## config.mk

```make
export PLATFORM = sky130hd
export DESIGN_NAME = first_fit_page_allocator_flat
export DESIGN_NICKNAME = d
export VERILOG_FILES = /design/src/design/ffpa_pkg.sv /design/src/design/ffpa_req_if.sv /design/src/design/ffpa_rsp_if.sv /design/src/design/ffpa_map_ram.sv /design/src/design/first_fit_page_allocator.sv /design/src/flat_wrapper.sv
export SDC_FILE = /design/constraint.sdc
export NUM_CORES = 2
export LEC_CHECK = 0
export ABC_CLOCK_PERIOD_IN_PS = 84100
export BUFFER_PORTS_ARGS = -buffer_cell sky130_fd_sc_hd__buf_4
export CORE_MARGIN = 2
export CORE_UTILIZATION = 45
export DETAILED_ROUTE_END_ITERATION = 8
export PLACE_DENSITY = 0.58
export SYNTH_ARGS = -nofsm -noshare
export SYNTH_HDL_FRONTEND = slang
export SYNTH_SLANG_ARGS = --single-unit
```

## constraint.sdc

```tcl
create_clock -name clk_i -period 84.1 [get_ports clk_i]
set_input_delay 4.205 -clock clk_i [delete_from_list [all_inputs] [get_ports clk_i]]
set_output_delay 4.205 -clock clk_i [all_outputs]
set_load 0.02 [all_outputs]
```

## src/design/ffpa_pkg.sv

```systemverilog
package ffpa_pkg;

  localparam int PAGE_W      = 20;
  localparam int LEN_W       = 9;
  localparam int MASK_W      = 4;
  localparam int STATUS_W    = 2;
  localparam int CFG_ARENAS  = 4;
  localparam int ARENA_IDX_W = 2;
  localparam int APB_AW      = 5;
  localparam int APB_DW      = 32;
  localparam int REG_IDX_W   = 3;

  typedef enum logic {
    ACT_ALLOC = 1'b0,
    ACT_FREE  = 1'b1
  } action_e;

  typedef enum logic [STATUS_W-1:0] {
    STAT_OK           = 2'd0,
    STAT_NO_SPACE     = 2'd1,
    STAT_NOT_IN_ARENA = 2'd2,
    STAT_DOUBLE_FREE  = 2'd3
  } status_e;

  typedef enum logic [2:0] {
    S_CLEAR,
    S_IDLE,
    S_ALLOC_SEL,
    S_ALLOC_SCAN,
    S_ALLOC_MARK,
    S_FREE_SEL,
    S_FREE_SCAN,
    S_DONE
  } state_e;

endpackage

```

## src/design/ffpa_req_if.sv

```systemverilog
interface ffpa_req_if;
  import ffpa_pkg::*;

  logic              valid;
  logic              ready;
  logic              action;
  logic [LEN_W-1:0]  run_length;
  logic [MASK_W-1:0] arena_mask;
  logic [PAGE_W-1:0] free_page;

  modport source (output valid, action, run_length, arena_mask, free_page, input ready);
  modport sink   (input valid, action, run_length, arena_mask, free_page, output ready);
endinterface

```

## src/design/ffpa_rsp_if.sv

```systemverilog
interface ffpa_rsp_if;
  import ffpa_pkg::*;

  logic                valid;
  logic                ready;
  logic [STATUS_W-1:0] status;
  logic [PAGE_W-1:0]   page_number;

  modport source (output valid, status, page_number, input ready);
  modport sink   (input valid, status, page_number, output ready);
endinterface

```

## src/design/ffpa_map_ram.sv

```systemverilog
module ffpa_map_ram #(
  parameter int AW = 10
) (
  input  logic          clk_i,
  input  logic          we_i,
  input  logic [AW-1:0] waddr_i,
  input  logic          wdata_i,
  input  logic          re_i,
  input  logic [AW-1:0] raddr_i,
  output logic          rdata_o
);

  localparam int DEPTH = 1 << AW;

  logic mem_q [DEPTH];
  logic rdata_q;

  always_ff @(posedge clk_i) begin
    if (we_i) begin
      mem_q[waddr_i] <= wdata_i;
    end
  end

  always_ff @(posedge clk_i) begin
    if (re_i) begin
      rdata_q <= mem_q[raddr_i];
    end
  end

  assign rdata_o = rdata_q;

endmodule

```

## src/design/first_fit_page_allocator.sv

```systemverilog
// Channel  Dir  Role    Word
// req_i    in   sink    action, run_length, arena_mask, free_page
// rsp_o    out  source  status, page_number
// apb      in   slave   arena base / page count registers, write at access phase
//
// After reset a clearing pass zeroes every page map entry, one bit a cycle; no request
// is taken meanwhile.
// Allocate: try the arenas in arena_mask in order and scan each map for a free run (one map
// read a cycle through the single read port), then mark run_length pages as used.
// Free: find the arena that holds the page, then clear its pages, flagging any already free.
// One request at a time; a held response does not block taking the next request.
module first_fit_page_allocator #(
  parameter int ARENA_COUNT     = 4,
  parameter int PAGES_PER_ARENA = 256
) (
  input  logic                         clk_i,
  input  logic                         rst_ni,
  ffpa_req_if.sink                     req_i,
  ffpa_rsp_if.source                   rsp_o,
  input  logic                         psel,
  input  logic                         penable,
  input  logic                         pwrite,
  input  logic [ffpa_pkg::APB_AW-1:0]  paddr,
  input  logic [ffpa_pkg::APB_DW-1:0]  pwdata,
  output logic [ffpa_pkg::APB_DW-1:0]  prdata,
  output logic                         pready
);
  import ffpa_pkg::*;

  localparam int NUM_ARENAS  = (ARENA_COUNT < CFG_ARENAS) ? ARENA_COUNT : CFG_ARENAS;
  localparam int CNT_W       = $clog2(PAGES_PER_ARENA + 1);
  localparam int NW          = (CNT_W > LEN_W) ? CNT_W : LEN_W;
  localparam int OFF_W       = (PAGES_PER_ARENA > 1) ? $clog2(PAGES_PER_ARENA) : 1;
  localparam int MAP_ARENA_W = (ARENA_COUNT > 1) ? $clog2(ARENA_COUNT) : 1;
  localparam int MAP_AW      = MAP_ARENA_W + OFF_W;

  // configuration registers
  logic [PAGE_W-1:0] base_q [CFG_ARENAS];
  logic [LEN_W-1:0]  cnt_q  [CFG_ARENAS];
  logic [REG_IDX_W-1:0] reg_idx;

  assign reg_idx = paddr[APB_AW-1:2];
  assign pready  = 1'b1;

  always_ff @(posedge clk_i or negedge rst_ni) begin
    if (!rst_ni) begin
      for (int i = 0; i < CFG_ARENAS; i++) begin
        base_q[i] <= '0;
        cnt_q[i]  <= '0;
      end
    end else if (psel && penable && pwrite) begin
      if (reg_idx[0]) begin
        cnt_q[reg_idx[REG_IDX_W-1:1]] <= pwdata[LEN_W-1:0];
      end else begin
        base_q[reg_idx[REG_IDX_W-1:1]] <= pwdata[PAGE_W-1:0];
      end
    end
  end

  always_comb begin
    if (reg_idx[0]) begin
      prdata = APB_DW'(cnt_q[reg_idx[REG_IDX_W-1:1]]);
    end else begin
      prdata = APB_DW'(base_q[reg_idx[REG_IDX_W-1:1]]);
    end
  end

  // sequencer state
  state_e                 state_q, state_d;
  logic [ARENA_IDX_W-1:0] aidx_q, aidx_d;
  logic [LEN_W-1:0]       len_q, len_d;
  logic [MASK_W-1:0]      mask_q, mask_d;
  logic [PAGE_W-1:0]      page_q, page_d;
  logic [NW-1:0]          rd_idx_q, rd_idx_d;
  logic [NW-1:0]          wr_idx_q, wr_idx_d;
  logic [NW-1:0]          end_idx_q, end_idx_d;
  logic [NW-1:0]          run_q, run_d;
  logic [LEN_W-1:0]       left_q, left_d;
  logic                   dval_q, dval_d;
  status_e                res_status_q, res_status_d;
  logic [PAGE_W-1:0]      res_page_q, res_page_d;
  logic                   out_valid_q, out_valid_d;
  status_e                out_status_q, out_status_d;
  logic [PAGE_W-1:0]      out_page_q, out_page_d;
  logic [MAP_AW-1:0]      clr_q, clr_d;

  // map port
  logic              ram_we, ram_wdata, ram_re, ram_rdata;
  logic [MAP_AW-1:0] ram_waddr, ram_raddr;

  ffpa_map_ram #(
    .AW (MAP_AW)
  ) u_map (
    .clk_i   (clk_i),
    .we_i    (ram_we),
    .waddr_i (ram_waddr),
    .wdata_i (ram_wdata),
    .re_i    (ram_re),
    .raddr_i (ram_raddr),
    .rdata_o (ram_rdata)
  );

  logic [NW-1:0]          n_cur;
  logic [NW-1:0]          len_n;
  logic [NW-1:0]          run_inc;
  logic [NW-1:0]          start;
  logic [PAGE_W:0]        diff;
  logic                   last;
  logic                   issue;
  logic [MAP_ARENA_W-1:0] arena_sel;

  always_comb begin
    // page count clamped to the per-arena map size
    if (NW'(cnt_q[aidx_q]) > NW'(PAGES_PER_ARENA)) begin
      n_cur = NW'(PAGES_PER_ARENA);
    end else begin
      n_cur = NW'(cnt_q[aidx_q]);
    end
    len_n     = NW'(len_q);
    run_inc   = run_q + NW'(1);
    start     = wr_idx_q + NW'(1) - len_n;
    diff      = {1'b0, page_q} - {1'b0, base_q[aidx_q]};
    last      = (aidx_q == ARENA_IDX_W'(NUM_ARENAS - 1));
    arena_sel = MAP_ARENA_W'(aidx_q);
    issue     = 1'b0;

    state_d      = state_q;
    aidx_d       = aidx_q;
    len_d        = len_q;
    mask_d       = mask_q;
    page_d       = page_q;
    rd_idx_d     = rd_idx_q;
    wr_idx_d     = wr_idx_q;
    end_idx_d    = end_idx_q;
    run_d        = run_q;
    left_d       = left_q;
    dval_d       = 1'b0;
    res_status_d = res_status_q;
    res_page_d   = res_page_q;
    clr_d        = clr_q;

    ram_we    = 1'b0;
    ram_wdata = 1'b0;
    ram_waddr = {arena_sel, wr_idx_q[OFF_W-1:0]};
    ram_re    = 1'b0;
    ram_raddr = {arena_sel, rd_idx_q[OFF_W-1:0]};

    out_valid_d  = out_valid_q && !rsp_o.ready;
    out_status_d = out_status_q;
    out_page_d   = out_page_q;

    unique case (state_q)
      S_CLEAR: begin
        ram_we    = 1'b1;
        ram_waddr = clr_q;
        clr_d     = clr_q + MAP_AW'(1);
        if (clr_q == '1) begin
          state_d = S_IDLE;
        end
      end

      S_IDLE: begin
        if (req_i.valid) begin
          len_d      = req_i.run_length;
          mask_d     = req_i.arena_mask;
          page_d     = req_i.free_page;
          aidx_d     = '0;
          res_page_d = '0;
          state_d    = (req_i.action == ACT_ALLOC) ? S_ALLOC_SEL : S_FREE_SEL;
        end
      end

      S_ALLOC_SEL: begin
        if (mask_q[aidx_q] && (len_q != '0) && (len_n <= n_cur)) begin
          rd_idx_d = '0;
          wr_idx_d = '0;
          run_d    = '0;
          state_d  = S_ALLOC_SCAN;
        end else if (last) begin
          res_status_d = STAT_NO_SPACE;
          state_d      = S_DONE;
        end else begin
          aidx_d = aidx_q + ARENA_IDX_W'(1);
        end
      end

      S_ALLOC_SCAN: begin
        // reads run one page ahead of the check; wr_idx tracks the page checked
        issue = (rd_idx_q < n_cur);
        if (issue) begin
          ram_re   = 1'b1;
          rd_idx_d = rd_idx_q + NW'(1);
        end
        dval_d = issue;
        if (dval_q) begin
          wr_idx_d = wr_idx_q + NW'(1);
          if (ram_rdata) begin
            run_d = '0;
          end else begin
            run_d = run_inc;
            if (run_inc == len_n) begin
              res_page_d = base_q[aidx_q] + PAGE_W'(start);
              end_idx_d  = wr_idx_q;
              wr_idx_d   = start;
              dval_d     = 1'b0;
              state_d    = S_ALLOC_MARK;
            end
          end
        end else if (!issue) begin
          if (last) begin
            res_status_d = STAT_NO_SPACE;
            state_d      = S_DONE;
          end else begin
            aidx_d  = aidx_q + ARENA_IDX_W'(1);
            state_d = S_ALLOC_SEL;
          end
        end
      end

      S_ALLOC_MARK: begin
        ram_we    = 1'b1;
        ram_wdata = 1'b1;
        wr_idx_d  = wr_idx_q + NW'(1);
        if (wr_idx_q == end_idx_q) begin
          res_status_d = STAT_OK;
          state_d      = S_DONE;
        end
      end

      S_FREE_SEL: begin
        // lowest arena whose range holds the page owns it
        if ((n_cur != '0) && !diff[PAGE_W] && (diff[PAGE_W-1:0] < PAGE_W'(n_cur))) begin
          rd_idx_d     = NW'(diff[PAGE_W-1:0]);
          wr_idx_d     = NW'(diff[PAGE_W-1:0]);
          left_d       = len_q;
          res_status_d = STAT_OK;
          state_d      = S_FREE_SCAN;
        end else if (last) begin
          res_status_d = STAT_NOT_IN_ARENA;
          state_d      = S_DONE;
        end else begin
          aidx_d = aidx_q + ARENA_IDX_W'(1);
        end
      end

      S_FREE_SCAN: begin
        issue = (left_q != '0) && (rd_idx_q < n_cur);
        if (issue) begin
          ram_re   = 1'b1;
          rd_idx_d = rd_idx_q + NW'(1);
          left_d   = left_q - LEN_W'(1);
        end
        dval_d = issue;
        if (dval_q) begin
          if (!ram_rdata) begin
            res_status_d = STAT_DOUBLE_FREE;
          end
          ram_we   = 1'b1;
          wr_idx_d = wr_idx_q + NW'(1);
        end else if (!issue) begin
          state_d = S_DONE;
        end
      end

      S_DONE: begin
        if (!out_valid_q || rsp_o.ready) begin
          out_valid_d  = 1'b1;
          out_status_d = res_status_q;
          out_page_d   = res_page_q;
          state_d      = S_IDLE;
        end
      end

      default: begin
        state_d = S_IDLE;
      end
    endcase
  end

  always_ff @(posedge clk_i or negedge rst_ni) begin
    if (!rst_ni) begin
      state_q     <= S_CLEAR;
      aidx_q      <= '0;
      dval_q      <= 1'b0;
      out_valid_q <= 1'b0;
      clr_q       <= '0;
    end else begin
      state_q     <= state_d;
      aidx_q      <= aidx_d;
      dval_q      <= dval_d;
      out_valid_q <= out_valid_d;
      clr_q       <= clr_d;
    end
  end

  always_ff @(posedge clk_i) begin
    len_q        <= len_d;
    mask_q       <= mask_d;
    page_q       <= page_d;
    rd_idx_q     <= rd_idx_d;
    wr_idx_q     <= wr_idx_d;
    end_idx_q    <= end_idx_d;
    run_q        <= run_d;
    left_q       <= left_d;
    res_status_q <= res_status_d;
    res_page_q   <= res_page_d;
    out_status_q <= out_status_d;
    out_page_q   <= out_page_d;
  end

  assign req_i.ready       = (state_q == S_IDLE);
  assign rsp_o.valid       = out_valid_q;
  assign rsp_o.status      = out_status_q;
  assign rsp_o.page_number = out_page_q;

endmodule

```

## src/flat_wrapper.sv

```systemverilog
// flat-port wrapper written by rule: the top's interface ports become plain ports
module first_fit_page_allocator_flat import ffpa_pkg::*;
#(
  parameter int ARENA_COUNT     = 4,
  parameter int PAGES_PER_ARENA = 256
)
  (clk_i, rst_ni, psel, penable, pwrite, paddr, pwdata, prdata, pready, req_i_valid, req_i_action, req_i_run_length, req_i_arena_mask, req_i_free_page, req_i_ready, rsp_o_valid, rsp_o_status, rsp_o_page_number, rsp_o_ready);
  ffpa_req_if req_i_i ();
  ffpa_rsp_if rsp_o_i ();
  input  logic clk_i;
  input  logic rst_ni;
  input  logic psel;
  input  logic penable;
  input  logic pwrite;
  input  logic [ffpa_pkg::APB_AW-1:0] paddr;
  input  logic [ffpa_pkg::APB_DW-1:0] pwdata;
  output logic [ffpa_pkg::APB_DW-1:0] prdata;
  output logic pready;
  input wire logic [$bits(req_i_i.valid)-1:0] req_i_valid;
  input wire logic [$bits(req_i_i.action)-1:0] req_i_action;
  input wire logic [$bits(req_i_i.run_length)-1:0] req_i_run_length;
  input wire logic [$bits(req_i_i.arena_mask)-1:0] req_i_arena_mask;
  input wire logic [$bits(req_i_i.free_page)-1:0] req_i_free_page;
  output wire logic [$bits(req_i_i.ready)-1:0] req_i_ready;
  output wire logic [$bits(rsp_o_i.valid)-1:0] rsp_o_valid;
  output wire logic [$bits(rsp_o_i.status)-1:0] rsp_o_status;
  output wire logic [$bits(rsp_o_i.page_number)-1:0] rsp_o_page_number;
  input wire logic [$bits(rsp_o_i.ready)-1:0] rsp_o_ready;
  assign req_i_i.valid = req_i_valid;
  assign req_i_i.action = req_i_action;
  assign req_i_i.run_length = req_i_run_length;
  assign req_i_i.arena_mask = req_i_arena_mask;
  assign req_i_i.free_page = req_i_free_page;
  assign req_i_ready = req_i_i.ready;
  assign rsp_o_valid = rsp_o_i.valid;
  assign rsp_o_status = rsp_o_i.status;
  assign rsp_o_page_number = rsp_o_i.page_number;
  assign rsp_o_i.ready = rsp_o_ready;
  first_fit_page_allocator #(.ARENA_COUNT(ARENA_COUNT), .PAGES_PER_ARENA(PAGES_PER_ARENA)) u_core (.clk_i(clk_i), .rst_ni(rst_ni), .req_i(req_i_i), .rsp_o(rsp_o_i), .psel(psel), .penable(penable), .pwrite(pwrite), .paddr(paddr), .pwdata(pwdata), .prdata(prdata), .pready(pready));
endmodule
```

After elaboration in Yosys (flattened, before gate mapping)
Memory sizes are Yosys's and may differ from the RTL's. A register that Yosys moved wholly into a read port is not among the register bits.
Cells that the tools add are included.
{"block": "word_totals", "regBits": 255, "ram_bits": 1024, "in_bits": 78, "output_inout_bits": 57, "wordCells": 209, "mem_count": 1}
{"memory": "u_core.u_map.mem_q", "depth": 1024, "word_bits": 1, "read_ports": 1, "rd_clocked_by_memory_dff": 1, "wr": 1, "line": "ffpa_map_ram.sv:15", "rtl": "logic mem_q [DEPTH];"}
{"block": "op_classes", "add_sub_neg": 9, "magnitude_cmp": 8, "eq_ne": 34, "muxes": 91, "bitwise": 4, "reduce_logical": 37}
{"cell": "20-bit two-way mux", "count": 10}
{"cell": "9-bit two-way mux", "count": 18}
{"cell": "20-bit binary-select mux with 2-bit select", "count": 2}
{"cell": "80-bit bitwise mux", "count": 1}
{"cell": "3-bit two-way mux", "count": 15}
{"cell": "9-bit one-hot mux with 5 select lines", "count": 1}
{"cell": "20-bit demux with 2-bit select", "count": 1}
{"cell": "20-bit one-hot mux with 2 select lines", "count": 1}
{"cell": "9-bit binary-select mux with 2-bit select", "count": 2}
{"cell": "36-bit bitwise mux", "count": 1}
{"cell": "9-bit one-hot mux with 2 select lines", "count": 2}
{"cell": "9-bit one-hot mux with 4 select lines", "count": 1}
{"cell": "2-bit two-way mux", "count": 15}
{"cell": "9-bit by 1-bit adder with 9-bit output (second input constant)", "count": 3}
{"cell": "9-bit nonzero test", "count": 3}
{"cell": "3-bit one-hot mux with 8 select lines", "count": 1}
{"cell": "20-bit by 20-bit subtractor with 21-bit output", "count": 1}
{"cell": "20-bit by 9-bit adder with 20-bit output", "count": 1}
{"cell": "20-bit by 9-bit < comparator with 1-bit output", "count": 1}
{"cell": "2-bit by 1-bit != test with 1-bit output (second input constant)", "count": 10}
{"cell": "9-bit demux with 2-bit select", "count": 1}
{"cell": "9-bit == test", "count": 2}
{"cell": "2-bit != test (second input constant)", "count": 9}
{"cell": "5-bit AND reduction", "count": 3}
{"cell": "40 further kinds", "count": 78}

Logic depth before layout (Yosys ltp)
{"block": "logic_depth", "depth_word": 11, "ltp_mapped": 22, "depth_no_buf": 18}

Cells and area by module
Synthesis repeated with hierarchy kept, for this count alone.
{"block": "hier_totals", "cells_unflattened": 4328, "hier_area_um2": 59563.4}
{"mod": "ffpa_map_ram", "n_inst": 1, "cells_each": 3112, "area_each_um2": 44666.6}
{"mod": "first_fit_page_allocator", "n_inst": 1, "cells_each": 1216, "area_each_um2": 14896.8}

Least setup slack after synthesis
OpenSTA, ideal clock, no wires.
{"block": "synth_path", "path_type": "register -> register", "start": "register u_core.state_q[2]", "end": "memory u_core.u_map.mem_q[0] (data pin)", "arrival_time_ps": 24350, "path_slack_ps": 54777, "path_stages_with_launch": 4, "n_path_buf": 1, "path_cell_list": "dfrtp_1 -> clkbuf_1 -> nand2b_1 -> nor2_1"}
{"block": "synth_between", "elab_chain_len": 2}
{"element": "from (decl)", "line": "first_fit_page_allocator.sv:69", "rtl": "state_e state_q, state_d;"}
{"element": "from (signal assigned)", "line": "first_fit_page_allocator.sv:288", "rtl": "state_q <= state_d;"}
{"element": "3-bit == test", "line": "first_fit_page_allocator.sv:152", "rtl": "unique case (state_q)"}
{"element": "1-bit two-way mux", "line": "first_fit_page_allocator.sv:152"}
{"element": "via u_core.ram_wdata", "line": "first_fit_page_allocator.sv:88", "rtl": "logic ram_we, ram_wdata, ram_re, ram_rdata;"}
{"element": "to (decl)", "line": "ffpa_map_ram.sv:15"}
The timed path passes the listed nets, and every way through them passes these cells.

Final worst setup path
{"block": "layout_path", "start": "input port paddr[3] (netlist name)", "end": "output port prdata[0] (netlist name)"}
{"block": "layout_between", "elab_chain_len": 5, "elab_cells_between_ends": 8, "cone_classes": "7 x mux; 1 x bitwise"}
{"element": "from (decl)", "line": "flat_wrapper.sv:15", "rtl": "input logic [ffpa_pkg::APB_AW-1:0] paddr;"}
{"element": "2-bit NOT with 3-bit output (implied by the code) *", "line": "first_fit_page_allocator.sv:62, first_fit_page_allocator.sv:64"}
{"element": "20-bit binary-select mux with 2-bit select / 9-bit binary-select mux with 2-bit select (equally long branches)", "line": "first_fit_page_allocator.sv:64, first_fit_page_allocator.sv:62"}
{"element": "20-bit two-way mux (implied by the code) / 9-bit two-way mux (equally long branches) (2 in series)", "line": "first_fit_page_allocator.sv:64, first_fit_page_allocator.sv:62"}
{"element": "20-bit two-way mux *", "line": "first_fit_page_allocator.sv:61", "rtl": "if (reg_idx[0]) begin"}
{"element": "to (decl)", "line": "flat_wrapper.sv:17", "rtl": "output logic [ffpa_pkg::APB_DW-1:0] prdata;"}
Mark *: on every way between the ends. The rest lies on a longest branch, timed or not. The select of a mux whose other input is x is not followed.

==> metrics.yaml <==
async_flop_share: 0.104
grt_pass1_wl_um: 243000
peakVddDrop_mv: 0.0267
cts_sinks: 1280
io_buffers: 107
grt_pass1_vias: 36000
ctsResizeCount: 0
fin_nets: 4483
p_seq_frac: 0.369
die_area_um2: 135000
p_comb_frac: 0.353
wl_um: 166000
crit_path_end_kind: "output pin"
grt_overflow: 0
p_sw_mw: 0.780
mappedNetlistArea_um2: 59300
n_antenna_cell: 0
synth_cell_type_count: 89
hp-class: "register to register"
crit_arrival_ps: 5820
antenna_found_initial: 2
synth_xor_area_frac: 0.0133
clockPowerShare: 0.278
worstPathRequired_ps: 79890
total_leakage_power_nw: 21.5
slew-limit-headroom: 0.144
dp.final_hpwl_um: 91400
cts-buffers-inserted: 141
h-tree-depth: 4
synth-seq-area-share: 0.637
fmax_mhz: 99.7
ys_ff_latch: 1280
antenna_left: 0
die_w_um: 367
synthSimpleGateAreaFrac: 0.107
viasPerCell: 5.91
drtIter0Drc: 4187
tightest_slew_ps: 1280
synth_edf_count: 1147
grtUsageTotal: 0.245
rows: 133
gp_congestion: 0.834
area_growth_syn_to_layout_pct: 11.5
hold_viol_final: 0
grt_max_degree: 279
cts_tree: "built"
drv_slew: 0
ys.flop_type: "edfxtp_1"
setup_violations: 0
cap_violations: 0
ios: 135
path_class: "primary input to output pin"
drive_above_1_share: 0.190
synth_fa_ha_area_frac: 0.0158
tns_ps: 0
fin_worst_skew_ps: 58.7
postCtsSetupBuffers: 0
synth_area_per_cell_um2: 13.6
grt_setup_unrepaired: "no"
cts_root_buffer: "clkbuf_16"
vias: 36700
numPlacedInstances: 5944
timing.final.crit_share: 0.119
dieHeight_um: 367
drc_errors: 0
synth_top_family_by_area: "multiplexers"
p_sw_frac: 0.357
yosysWarnings: 0
drt_pass1_iterations: 6
p_int_mw: 1.41
cp-start-kind: "primary input"
cts.clk_slew.worst_paths_ps: 50
finalCriticalPeriod_ps: 10030
powerDensity_nw_per_um2: 33.0
clock_path_buffers: 3
fin_cells: 6199
cts_hold_buf: 0
routedWlPerCell_um: 26.8
initial_core_util: 0.452
status: "completed"
coreArea_um2: 131000
crit_fanout: 34
postSynthCellCount: 4348
clk_latency_ps: 780
synth_compound_area_frac: 0.0461
synthMuxAreaShare: 0.150
[worst max-delay path: stages]
cell    delay [ps]
buf_4          520
mux4_2         600
mux2_2         310
buf_4          170
[cells by family after synthesis]
kind of cell	count (synthesis)
muxes	529
and+or+nand+nor	1562
DFF	1280
other	2
AOI/OAI and AO/OA	389
xor gates and xnor gates	87
buffers and inverters	426
adders and majority gates	73
[stage by stage]
stage	utilization	instance area [um^2]	setup WS, ps	power [mW]	hold slack (ps)
2_1_floorplan	-	59400	54780	1.41	400
3_5_place_dp	0.470	61600	74040	1.59	405
5_1_grt	0.504	66200	73970	2.28	421
6_report	0.504	66200	74070	2.19	417
3_3_place_gp	0.470	61600	74020	1.59	401
4_1_cts	0.504	66200	74030	2.19	417
[cell usage after synthesis (9+ instances only)]
master,n,share of area
buf_1,45,0.0028
a21o_1,17,0.0022
a211oi_1,9,0.0011
a21oi_1,77,0.0065
nor4_1,11,0.0012
inv_1,68,0.0043
nand4_1,17,0.0018
nand2b_1,16,0.0017
o22ai_1,37,0.0039
nor3_1,47,0.0040
mux2i_1,128,0.022
clkbuf_1,227,0.014
dfrtp_1,133,0.056
a22oi_1,27,0.0034
buf_4,40,0.0051
mux4_2,264,0.10
nor2b_1,22,0.0023
o21a_1,11,0.0014
and3_1,10,0.0011
nand3_1,55,0.0046
o211ai_1,9,0.0011
mux2_2,130,0.025
o21ai_0,53,0.0045
nand2_1,180,0.011
ha_1,70,0.015
a31oi_1,17,0.0018
o221ai_1,43,0.0063
xnor2_1,56,0.0083
xor2_1,29,0.0043
edfxtp_1,1147,0.58
buf_2,36,0.0030
nor2_1,1159,0.073
[final cells by class]
type	count	area [um^2]
flip-flops and latches	1280	37800
repair buffers	184	1460
multi-input cells	2653	19900
clock inverters	75	754
clock buffers	180	3760
well taps	1755	2200
inverters	72	272
fillers	11400	65000
[power by group through the flow]
stage	clock [mW]	combinational (mW)	sequential [mW]
6_report	0.608	0.772	0.806
5_1_grt	0.642	0.826	0.809
4_1_cts	0.618	0.771	0.805
3_5_place_dp	0	0.769	0.818
3_3_place_gp	0	0.768	0.817
2_1_floorplan	0	0.525	0.887
[per-layer routing]
metal,track usage,part of all wire,up-vias,wire [um]
li1,-,-,16000,-
met3,0.0401,0.072,305,12000
met4,0.0730,0.029,0,4830
met2,0.395,0.48,1355,79100
met1,0.344,0.42,19000,70000
met5,0,0,-,0
[path summary, 6_finish.rpt]
kind                                  startpoint                      endpoint  slack (ps)  depth (start not counted)
min reg2reg                u_core.res_page_q[17]  u_core.rsp_o.page_number[17]         420                          0
max                                     paddr[3]                     prdata[0]       74070                          4
min                        u_core.res_page_q[17]  u_core.rsp_o.page_number[17]         420                          0
max reg2reg                     u_core.aidx_q[0]            u_core.wr_idx_q[5]       77840                         16
max in group asynchronous                 rst_ni             u_core.base_q[45]       79310                          2
min in group asynchronous                 rst_ni               u_core.clr_q[4]        3480                          1
[flip-flops by register name (all words and copies together) (netlist names)]
register	count
u_core.run_q	9
u_core.state_q	3
u_core.rsp_o.page_number	20
u_core.dval_q	1
u_core.aidx_q	2
u_core.u_map.rdata_o	1
u_core.page_q	20
u_core.wr_idx_q	9
u_core.clr_q	10
u_core.len_n	9
u_core.left_q	9
u_core.cnt_q	36
u_core.res_status_q	2
u_core.res_page_q	20
u_core.u_map.mem_q	1024
u_core.mask_q	4
u_core.rsp_o.valid	1
u_core.rd_idx_q	9
u_core.base_q	80
u_core.end_idx_q	9
u_core.rsp_o.status	2
[cell usage in the layout (no fill, tap or decap), types with 52 or more instances in the layout]
cell       count
edfxtp_1    1147
a21oi_1       76
mux2_2       130
nand2_1      157
ha_1          70
mux4_2       264
o21ai_0       52
clkbuf_16    143
xnor2_1       56
dfrtp_1      131
inv_1         68
nor2_1      1152
buf_4        177
mux2i_1      128
Power figures use the tool's default switching activity.
